<file path="src/hw/rtl/sorted_table_binary_search_top_assert.svh">
// Assertion macros used by the search table back end.
`ifndef SORTED_TABLE_BINARY_SEARCH_TOP_ASSERT_SVH
`define SORTED_TABLE_BINARY_SEARCH_TOP_ASSERT_SVH

`ifndef SYNTHESIS

`define STS_ASSERT_IMPLY(label, clk, rst_n, pre, post) \
    label: assert property (@(posedge clk) disable iff (!rst_n) (pre) |-> (post)) \
        else $error("same-cycle implication failed");

`define STS_ASSERT_NEXT(label, clk, rst_n, pre, post) \
    label: assert property (@(posedge clk) disable iff (!rst_n) (pre) |=> (post)) \
        else $error("next-cycle implication failed");

`else

`define STS_ASSERT_IMPLY(label, clk, rst_n, pre, post)

`define STS_ASSERT_NEXT(label, clk, rst_n, pre, post)

`endif

`endif

</file>
<file path="src/hw/rtl/sts_pkg.sv">
package sts_pkg;

    localparam logic [1:0] CMD_LOAD   = 2'd0;
    localparam logic [1:0] CMD_SEARCH = 2'd1;
    localparam logic [1:0] CMD_CLEAR  = 2'd2;

    localparam logic [2:0] STATUS_FOUND     = 3'd0;
    localparam logic [2:0] STATUS_NOT_FOUND = 3'd1;
    localparam logic [2:0] STATUS_LOADED    = 3'd2;
    localparam logic [2:0] STATUS_FULL      = 3'd3;
    localparam logic [2:0] STATUS_CLEARED   = 3'd4;

    localparam int KEY_W = 16;
    localparam int POS_W = 15;

    typedef enum logic [1:0] {
        OP_LOAD,
        OP_SEARCH,
        OP_CLEAR,
        OP_NOP
    } op_t;

    typedef struct packed {
        op_t              op;
        logic [KEY_W-1:0] key;
    } q_item_t;

    typedef enum logic [1:0] {
        BK_IDLE,
        BK_PROBE,
        BK_CMP
    } back_state_t;

endpackage

</file>
<file path="src/hw/rtl/sts_front.sv">
module sts_front (
    input  logic                  clk,
    input  logic                  rst_n,
    input  logic                  in_valid,
    output logic                  in_ready,
    input  logic [1:0]            command,
    input  logic [15:0]           key_value,
    output logic                  q_valid,
    output sts_pkg::q_item_t      q_item,
    input  logic                  q_pop
);
    import sts_pkg::*;

    q_item_t    fifo_reg [2];
    logic       wr_ptr_reg;
    logic       wr_ptr_next;
    logic       rd_ptr_reg;
    logic       rd_ptr_next;
    logic [1:0] fill_reg;
    logic [1:0] fill_next;
    q_item_t    decoded;
    logic       push;

    always_comb
    begin
        decoded.key = key_value;
        case (command)
            CMD_LOAD:   decoded.op = OP_LOAD;
            CMD_SEARCH: decoded.op = OP_SEARCH;
            CMD_CLEAR:  decoded.op = OP_CLEAR;
            default:    decoded.op = OP_NOP;
        endcase
    end

    assign in_ready = (fill_reg != 2'd2);
    assign push     = in_valid && in_ready;
    assign q_valid  = (fill_reg != 2'd0);
    assign q_item   = fifo_reg[rd_ptr_reg];

    always_comb
    begin
        wr_ptr_next = push ? ~wr_ptr_reg : wr_ptr_reg;
        rd_ptr_next = q_pop ? ~rd_ptr_reg : rd_ptr_reg;
        fill_next   = fill_reg;
        if (push && !q_pop)
        begin
            fill_next = fill_reg + 2'd1;
        end
        else if (!push && q_pop)
        begin
            fill_next = fill_reg - 2'd1;
        end
    end

    always_ff @(posedge clk or negedge rst_n)
    begin
        if (!rst_n)
        begin
            wr_ptr_reg <= 1'b0;
            rd_ptr_reg <= 1'b0;
            fill_reg   <= 2'd0;
        end
        else
        begin
            wr_ptr_reg <= wr_ptr_next;
            rd_ptr_reg <= rd_ptr_next;
            fill_reg   <= fill_next;
        end
    end

    always_ff @(posedge clk)
    begin
        if (push)
        begin
            fifo_reg[wr_ptr_reg] <= decoded;
        end
    end

endmodule

</file>
<file path="config.mk">
export PLATFORM = sky130hd
export DESIGN_NAME = sts_front
export DESIGN_NICKNAME = d
export VERILOG_FILES = /design/src/hw/rtl/sorted_table_binary_search_top_assert.svh /design/src/hw/rtl/sts_pkg.sv /design/src/hw/rtl/sts_front.sv
export SDC_FILE = /design/constraint.sdc
export NUM_CORES = 1
export LEC_CHECK = 0
export ABC_AREA = 1
export BUFFER_PORTS_ARGS = -buffer_cell sky130_fd_sc_hd__buf_2
export CAP_MARGIN = 20
export CORE_MARGIN = 10
export CORE_UTILIZATION = 40
export DETAILED_ROUTE_END_ITERATION = 10
export GPL_TIMING_DRIVEN = 0
export PLACE_DENSITY = 0.68
export SYNTH_ARGS = -nofsm -noshare
export SYNTH_HDL_FRONTEND = slang
export SYNTH_SLANG_ARGS = --single-unit
</file>
<file path="constraint.sdc">
create_clock -name clk -period 2.1 [get_ports clk]
set_input_delay 0.63 -clock clk [delete_from_list [all_inputs] [get_ports clk]]
set_output_delay 0.63 -clock clk [all_outputs]
set_load 0.1 [all_outputs]
</file>
Word-level counts from Yosys, hierarchy flattened
Memories as Yosys holds them, arrays and structs flattened. Cells that the tools add are included.

Flip-flop bits (word level): 4. Input port bits: 22. Memory bits (writable): 36. Memories kept: 1. Output and inout bits: 20. Logic and storage cells: 24.

Memory list: fifo_reg (depth 2, width 18, rd ports 1, clocked after Yosys merged registers in 0, wr ports 1, RTL line sts_front.sv:14) `q_item_t fifo_reg [2];`.

Multiplexer cells: 5. Equal/unequal tests: 3. Reduce and logical (&&, ||, !) cells: 8. Bitwise gates (word level): 2. $add $sub $neg: 2.

Operators by type and width (number): one-hot mux 2 bit (3 select lines) (1); two-way mux 2 bit (2); nonzero test 2 bit (2); logical AND 1 bit (3); adder 2 x 1 -> 2 bit, second input constant (1); == test 2 x 1 -> 1 bit, second input constant (1); == test 2 bit, second input constant (1); zero test 1 bit (2); zero test 2 bit (1); two-way mux 1 bit (2); inequality test 2 bit, second input constant (1); NOT 1 bit (2); subtractor 2 x 1 -> 2 bit, second input constant (1).

Depth between registers and ports, before layout
Gate-level depths: netlist of run 1.

Depth after elaboration: 6. Gate-level depth with buffers: 10. Gate-level depth less buffers: 10.

Worst setup path before layout of run 1
Ideal clock, no wire load.

Path type: reg-to-reg. Start: register fill_reg[0]. End: memory fifo_reg[0][0] in the netlist's numbering (enable). Required time: 1.707 ns. Setup time: 0.393 ns. Clock period less this slack: 2.572 ns. Stages on the path, launching flop included: 5. Setup slack: -0.472 ns. Arrival time: 2.179 ns. Path buffers: 0. Cell sequence: dfrtp_1 > inv_1 > nand2_1 > nand2_1 > nor2_1.

Word-level cells in the longest chain between the ends: 4.

Ends and longest elaborated chain: from (decl) (RTL line sts_front.sv:19) `logic [1:0] fill_reg;`; from (signal assigned) (RTL line sts_front.sv:67) `fill_reg <= fill_next;`; inequality test 2 bit (RTL line sts_front.sv:35) `assign in_ready = (fill_reg != 2'd2);`; via in_ready (RTL line sts_front.sv:5) `output logic in_ready,`; logical AND 1 bit (RTL line sts_front.sv:36) `assign push = in_valid && in_ready;`; two-way mux 1 bit (RTL line sts_front.sv:73) `if (push)`; two-way mux 1 bit (not written as such) (RTL line sts_front.sv:75) `fifo_reg[wr_ptr_reg] <= decoded;`; to (decl) (RTL line sts_front.sv:14).

The timed path passes the listed nets, and every way through them passes these cells.

==> run_results.csv, run 1 <==
group,metric,value,unit
worst_setup_path,worstSetupPathType,"reg -> out",
global_route,gr-total-overflow,0,
clock_tree,cts_tree,"built",
route,drtIter0Drc,34,
layout,largest_reg_flops,36,
yosys,seq_area_frac_synth,75.4,%
layout,fillCellCount,312,
clock_tree,holdBufCountCts,0,
worst_setup_path,end_kind,"primary output",
floorplan,start_util,42.2,%
layout,fin_util,56.4,%
worst_setup_path,critPathLaunch,"rd_ptr_reg",
floorplan,die_h,82.6,um
worst_setup_path,rr_startpoint,"fill_reg[0]",
yosys,synth.distinct_cells,15,
worst_setup_path,reg2reg_slack,310,ps
worst_setup_path,cp.required,1470,ps
global_route,antenna_found_initial,0,
clock_tree,postCtsSetupRepairBufs,0,
route,drtPass1Iterations,2,
global_route,grt_pass1_wl,4310,um
layout,finalNetCount,153,
yosys,synth_area_leaders,"edfxtp_1 (69%), mux2_4 (8.6%), mux2_2 (6.5%), dfrtp_1 (6.4%), inv_1 (1.7%)",
clock_tree,clkSlewWorstSetupHoldPaths,70,ps
placed_design,dp_hpwl,2080,um
yosys,synth_xor_area_share,1.68,%
layout,final_cell_mix,"edfxtp_1 (36), buf_2 (21), buf_12 (10)",
flow_run,timing.max_cap.violations,0,
layout,final_common_cell,"edfxtp_1",
sta,clock.fmax,483,MHz
clock_tree,cts_buffers,5,
sta,finalCriticalPeriod,2070,ps
sta,final.period_utilization,98.7,%
clock_tree,h-tree-depth,2,
global_route,grt_util_all_layers,8.59,%
sta,holdWs,142,ps
sta,fin_skew,6.27,ps
floorplan,io_pins,42,
route,avgRoutedWirePerCell,15.7,um
yosys,synthMuxAreaShare,15.1,%
yosys,synthSimpleGateAreaFrac,2.88,%
clock_tree,insertion_delay,280,ps
yosys,ys_seq_elements,40,
floorplan,die-area,6820,um2
route,via_count,818,
clock_tree,clk_path_buf_depth,2,
worst_setup_path,arrival,1440,ps
yosys,syn_inst,84,
yosys,syn_area,1570,um2
yosys,synth_area_leader_cell,"edfxtp_1",
yosys,yosys_warnings,0,
route,viasPerCell,4.57,
sta,final_max_slew_viol_count,0,
worst_setup_path,crit_fanout,10,
sta,setup_viol,0,
sta,slew_headroom,39.2,%
yosys,yosys.area.top_type_share,69.0,%
layout,synthToLayoutAreaGrowth,33.7,%
worst_setup_path,start_kind,"register",
global_route,grt_start_max_net_pins,19,
clock_tree,numClockSinks,40,
yosys,syn_avg_cell_area,18.6,um2
clock_tree,cts-root-buf,"clkbuf_8",
route,drc,0,
placed_design,port_buffers,39,
floorplan,die_w,82.6,um
layout,drive_above_1_share,52.7,%
floorplan,coreArea,3720,um2
yosys,synth_nets,107,
min_path,hold_class,"in -> async",
floorplan,fp-row-count,22,
route,wl,2810,um
sta,hold_violations,0,
yosys,synth_top_family_by_area,"multiplexers",
global_route,grt_pass1_vias,932,
layout,multiInputGateArea,328,um2
yosys,synthAdderAreaFrac,0.799,%
layout,regArea,1180,um2
route,ant_nets,0,
sta,rsz0062_at_grt,"true",
layout,n_antenna_cell,0,
run_status,status,"completed",
sta,tightest_slew,912,ps
placed_design,place.gp.congestion,0.696,
sta,fin_tns_setup,0,ps
yosys,synth_compound_area_share,0,%
==> cells by family (layout without fill, tap and decap cells) <==
kind of cell             count (synthesis)  after routing
flip-flops                              40             40
multiplexers                            18             18
AND/OR/NAND/NOR                         11             11
buffers and inverters                   11             58
XOR/XNOR                                 3              3
adder cells (fa/ha/maj)                  1              1
==> path summary, 6_finish.rpt <==
path                                  end  depth (start not counted)
min in group clk              fill_reg[0]                          1
max in group asynchronous      rd_ptr_reg                          1
setup / recovery                q_item[4]                          4
hold reg to reg               fill_reg[0]                          1
setup reg to reg           fifo_reg[1][6]                          4
hold / removal                fill_reg[1]                          1
==> worst max-delay path: stages (launching register included) <==
cell and delay (ps):
dfrtp_1 370, buf_6 150, buf_12 150, mux2_4 320, buf_12 170
==> routing by layer <==
| metal | GRT usage, % | routed length [um] |
|---|---|---|
| met2 | 16.0 | 1660 |
| met5 | 0 | 0 |
| met1 | 8.11 | 955 |
| met4 | 5.02 | 50 |
| met3 | 2.59 | 151 |
==> cell usage after synthesis, drive strengths merged <==
cell / number
clkbuf: 2
nand3: 1
mux2: 18
inv: 7
xor2: 2
ha: 1
buf: 2
nand2: 7
nor2: 2
nand4: 1
edfxtp: 36
xnor2: 1
dfrtp: 4
==> timing repair <==
action | in CTS | in global routing
setup endpoints to repair | 10 | 17
pin swaps | 0 | 0
cloned | 0 | 0
resized for setup | 19 | 26
==> through the flow <==
stage | setup slack, ps | instance area, um2 | instances
2_1_floorplan | 116 | 1570 | 84
3_3_place_gp | 126 | 1830 | 171
3_5_place_dp | 125 | 1830 | 171
4_1_cts | 3.70 | 2000 | 179
5_1_grt | -13.3 | 2090 | 179
6_report | 27.6 | 2090 | 179
==> final cells by class <==
class | count | area share [%]
Sequential cell | 40 | 56.4
Timing Repair Buffer | 39 | 16.8
Multi-Input combinational cell | 33 | 15.7
Clock buffer | 6 | 3.46
Tap cell | 48 | 2.87
Buffer | 4 | 1.85
Clock inverter | 2 | 1.67
Inverter | 7 | 1.25
Power of run 1 is not shown: default switching activity piles up to over one toggle a cycle in this logic, so the estimate is an artifact.
==> run 2: changes to the inputs <==
clock period = 1.94 ns   (was 2.1 ns; I/O delays follow)
==> run_results.csv, run 2 (same netlist as run 1, synthesis figures left out) <==
group,metric,value,unit
run_status,status,"complete, but fails checks",
run_status,violations,"negative setup slack",
worst_setup_path,rr_startpoint,"fill_reg[0]",
floorplan,coreArea,3720,um2
worst_setup_path,slowest_stage,"dfrtp_1",
clock_tree,cts_buffers,5,
route,drc,0,
floorplan,die_w,82.6,um
layout,regArea,1180,um2
worst_setup_path,critPathLaunch,"rd_ptr_reg",
worst_setup_path,cp.required,1360,ps
sta,rsz0062_at_grt,"true",
sta,final.period_utilization,105,%
floorplan,die-area,6820,um2
worst_setup_path,crit_top_cell,"buf_12",
clock_tree,clk_path_buf_depth,2,
sta,setup_viol,14,
layout,final_common_cell,"edfxtp_1",
placed_design,place.gp.congestion,0.696,
global_route,antenna_found_initial,0,
sta,clock.fmax,493,MHz
route,viasPerCell,4.57,
route,ant_nets,0,
sta,holdWs,94.0,ps
layout,largest_reg_flops,36,
layout,drive_above_1_share,54.1,%
global_route,grt_pass1_wl,4640,um
layout,finalInstanceArea,2220,um2
layout,finalNetCount,157,
worst_setup_path,crit_fanout,6,
global_route,grt_start_max_net_pins,19,
sta,finalCriticalPeriod,2030,ps
layout,n_antenna_cell,0,
route,via_count,836,
clock_tree,insertion_delay,280,ps
sta,worst_slack,-88.0,ps
route,drtIter0Drc,68,
clock_tree,clkSlewWorstSetupHoldPaths,70,ps
worst_setup_path,arrival,1450,ps
min_path,hold_class,"in -> async",
worst_setup_path,end_kind,"primary output",
global_route,grt_pass1_vias,953,
global_route,grt_util_all_layers,9.34,%
floorplan,start_util,42.2,%
layout,fillCellCount,309,
layout,multiInputGateArea,345,um2
worst_setup_path,cp_cell_sequence,"buf_6 -> buf_12 -> mux2_4 -> buf_12",
sta,final_max_slew_viol_count,0,
worst_setup_path,critPathMaxStageDelay,390,ps
floorplan,fp-row-count,22,
route,drtPass1Iterations,5,
layout,final_cell_mix,"edfxtp_1 (36), buf_2 (21), buf_12 (12)",
clock_tree,holdBufCountCts,0,
global_route,gr-total-overflow,0,
clock_tree,cts_tree,"built",
floorplan,io_pins,42,
route,avgRoutedWirePerCell,16.4,um
placed_design,dp_hpwl,2080,um
sta,fin_skew,4.34,ps
placed_design,port_buffers,39,
layout,synthToLayoutAreaGrowth,42.0,%
flow_run,timing.max_cap.violations,0,
sta,slew_headroom,64.2,%
route,wl,3010,um
sta,hold_violations,0,
clock_tree,numClockSinks,40,
worst_setup_path,start_kind,"register",
clock_tree,h-tree-depth,2,
placed_design,placed_area,1830,um2
clock_tree,cts-root-buf,"clkbuf_8",
worst_setup_path,worstSetupPathType,"reg -> out",
floorplan,die_h,82.6,um
sta,tightest_slew,535,ps
run 2: changes by cell type in the layout (fill, tap and decap cells not counted):
cell and change:
buf_16 +1, clkbuf_4 -8, nor2_2 -2, buf_8 +2, nor2_4 +2, mux2_4 +2
mux2_2 -2, buf_6 +6, buf_4 +1, buf_12 +2
run 2: metrics by stage:
step / cells / worst slack (ps) / TNS (ps) / util (%)
after floorplan: 84 / -43.8 / -1580 / -
after global placement: 171 / 14.4 / 0 / 49.2
after detailed placement: 171 / 12.9 / 0 / 49.2
after CTS: 183 / -91.3 / -1090 / 59.1
after global routing: 183 / -122 / -1580 / 59.9
final: 183 / -88.0 / -983 / 59.9
run 2: worst max-delay path, delay by kind of cell (launching register included):
family	cells	cell delay, ps
buf+inv	3	460
flops	1	390
mux	1	310
run 2: routing by layer:
layer | vias to the layer above | GRT usage [%] | part of all wire (%)
met1 | 399 | 8.45 | 31
met2 | 26 | 18.2 | 61
met4 | 0 | 5.02 | 1.7
met3 | 6 | 2.59 | 6.2
met5 | - | 0 | 0
li1 | 405 | - | -
run 2: repair_timing:
item / 4_1_cts / 5_1_grt
resized for setup: 60 / 8
buffers inserted: 2 / 1
cloned: 2 / 0
setup endpoints to repair: 18 / 54
run 2: final timing paths:
kind                                  end  slack (ps)  cells after the start
max in group asynchronous     fill_reg[1]        1730                      1
max reg2reg                   fill_reg[1]         350                      9
max                             q_item[4]         -90                      4
min                           fill_reg[0]          90                      1
min reg2reg                   fill_reg[0]         510                      1
min in group clk           fifo_reg[0][1]         480                      1
run 2: area by class of cell:
type / instances / area share (%)
clock inverters: 2 / 1.57
inverters: 7 / 1.18
clock buffers: 6 / 3.26
well taps: 48 / 2.70
flip-flops and latches: 40 / 53.1
multi-input cells: 33 / 15.5
repair buffers: 43 / 20.9
plain buffers: 4 / 1.74
Power of run 2 is left out for the same reason.
==> run 3: changes to the inputs <==
SETUP_SLACK_MARGIN = 0.2   (was not set)
==> run_results.csv, run 3 (same netlist as run 1, synthesis figures left out) <==
group,metric,value,unit
layout,finalInstanceArea,2300,um2
global_route,grt_util_all_layers,9.61,%
clock_tree,cts-root-buf,"clkbuf_8",
sta,worst_slack,-98.2,ps
floorplan,coreArea,3720,um2
sta,finalCriticalPeriod,2040,ps
floorplan,fp-row-count,22,
route,via_count,858,
layout,drive_above_1_share,56.2,%
floorplan,die_w,82.6,um
worst_setup_path,crit_fanout,5,
clock_tree,numClockSinks,40,
floorplan,die_h,82.6,um
clock_tree,cts_tree,"built",
run_status,status,"complete, but fails checks",
route,drtPass1Iterations,4,
route,drc,0,
floorplan,start_util,42.2,%
placed_design,port_buffers,39,
clock_tree,clk_path_buf_depth,2,
floorplan,die-area,6820,um2
route,wl,3160,um
route,ant_nets,0,
sta,final_max_slew_viol_count,0,
worst_setup_path,end_kind,"primary output",
worst_setup_path,start_kind,"register",
run_status,violations,"negative setup slack",
sta,final.period_utilization,105,%
global_route,grt_start_max_net_pins,19,
layout,final_cell_mix,"edfxtp_1 (36), buf_12 (20), buf_2 (19)",
clock_tree,holdBufCountCts,0,
clock_tree,h-tree-depth,2,
global_route,gr-total-overflow,0,
placed_design,place.gp.congestion,0.705,
worst_setup_path,cp.required,1360,ps
layout,largest_reg_flops,36,
sta,hold_violations,0,
sta,clock.fmax,491,MHz
layout,fillCellCount,287,
layout,synthToLayoutAreaGrowth,47.0,%
sta,fin_skew,6.52,ps
sta,slew_headroom,63.3,%
global_route,grt_pass1_vias,974,
flow_run,timing.max_cap.violations,0,
worst_setup_path,reg2reg_slack,430,ps
sta,rsz0062_at_grt,"true",
global_route,antenna_found_initial,0,
layout,finalNetCount,159,
route,drtIter0Drc,40,
route,avgRoutedWirePerCell,17.1,um
floorplan,io_pins,42,
worst_setup_path,worstSetupPathType,"reg -> out",
sta,setup_viol,17,
placed_design,placed_area,1850,um2
route,viasPerCell,4.64,
clock_tree,clkSlewWorstSetupHoldPaths,70,ps
layout,final_common_cell,"edfxtp_1",
worst_setup_path,arrival,1460,ps
clock_tree,insertion_delay,290,ps
layout,n_antenna_cell,0,
sta,tightest_slew,549,ps
min_path,hold_class,"in -> async",
placed_design,dp_hpwl,2090,um
clock_tree,cts_buffers,5,
global_route,grt_pass1_wl,4750,um
run 3: cell types whose count changed in the layout (fill, tap and decap cells not counted), sizes merged:
cell / before / now
bufinv: 1 / 0
buf: 45 / 47
clkinvlp: 0 / 1
run 3: layout make-up:
class                           instances  area, um2  area share [%]
Clock inverter                          2       11.3           0.489
Buffer                                  4       38.8            1.68
Tap cell                               48       60.1            2.61
Clock buffer                            6       72.6            3.15
Multi-Input combinational cell         33        378            16.4
Inverter                                7       26.3            1.14
Timing Repair Buffer                   45        536            23.2
Sequential cell                        40       1180            51.3
run 3: path summary, 6_finish.rpt:
check                             start  cells after the start              to
hold / removal                    rst_n                      1     fill_reg[0]
hold reg to reg             fill_reg[0]                      1     fill_reg[0]
setup / recovery             rd_ptr_reg                      4      q_item[15]
max in group asynchronous         rst_n                      1      wr_ptr_reg
min in group clk           key_value[1]                      1  fifo_reg[0][1]
setup reg to reg            fill_reg[0]                      9     fill_reg[1]
run 3: per-stage QoR:
step	cells	TNS (ps)	worst slack (ps)	utilization, %	hold WS, ps
final	185	-1440	-98.2	62.0	82.9
after global routing	185	-2210	-142	62.0	75.7
after CTS	184	-1430	-101	59.9	78.5
after detailed placement	171	0	81.5	49.7	393
after global placement	171	0	96.3	49.7	390
after floorplan	84	0	258	-	286
run 3: repair_timing:
action,CTS,global route
setup endpoints to repair,20,19
setup buffers,4,1
cloned,1,0
endpoints found under the hold margin,0,0
pin swaps,0,0
resized for setup,72,18
run 3: worst max-delay path, cell delays in order, from the launching register on:
cell,delay (ps)
dfrtp_1,390
buf_4,150
buf_6,130
mux2_4,320
buf_12,170
run 3: routing by layer:
metal	wire (um)	global-route usage (%)	vias to the layer above
met5	0	0	-
met4	58	4.01	0
met3	205	4.32	5
met2	1860	17.4	19
met1	1030	9.24	430
li1	-	-	404
Power of run 3 is left out for the same reason.
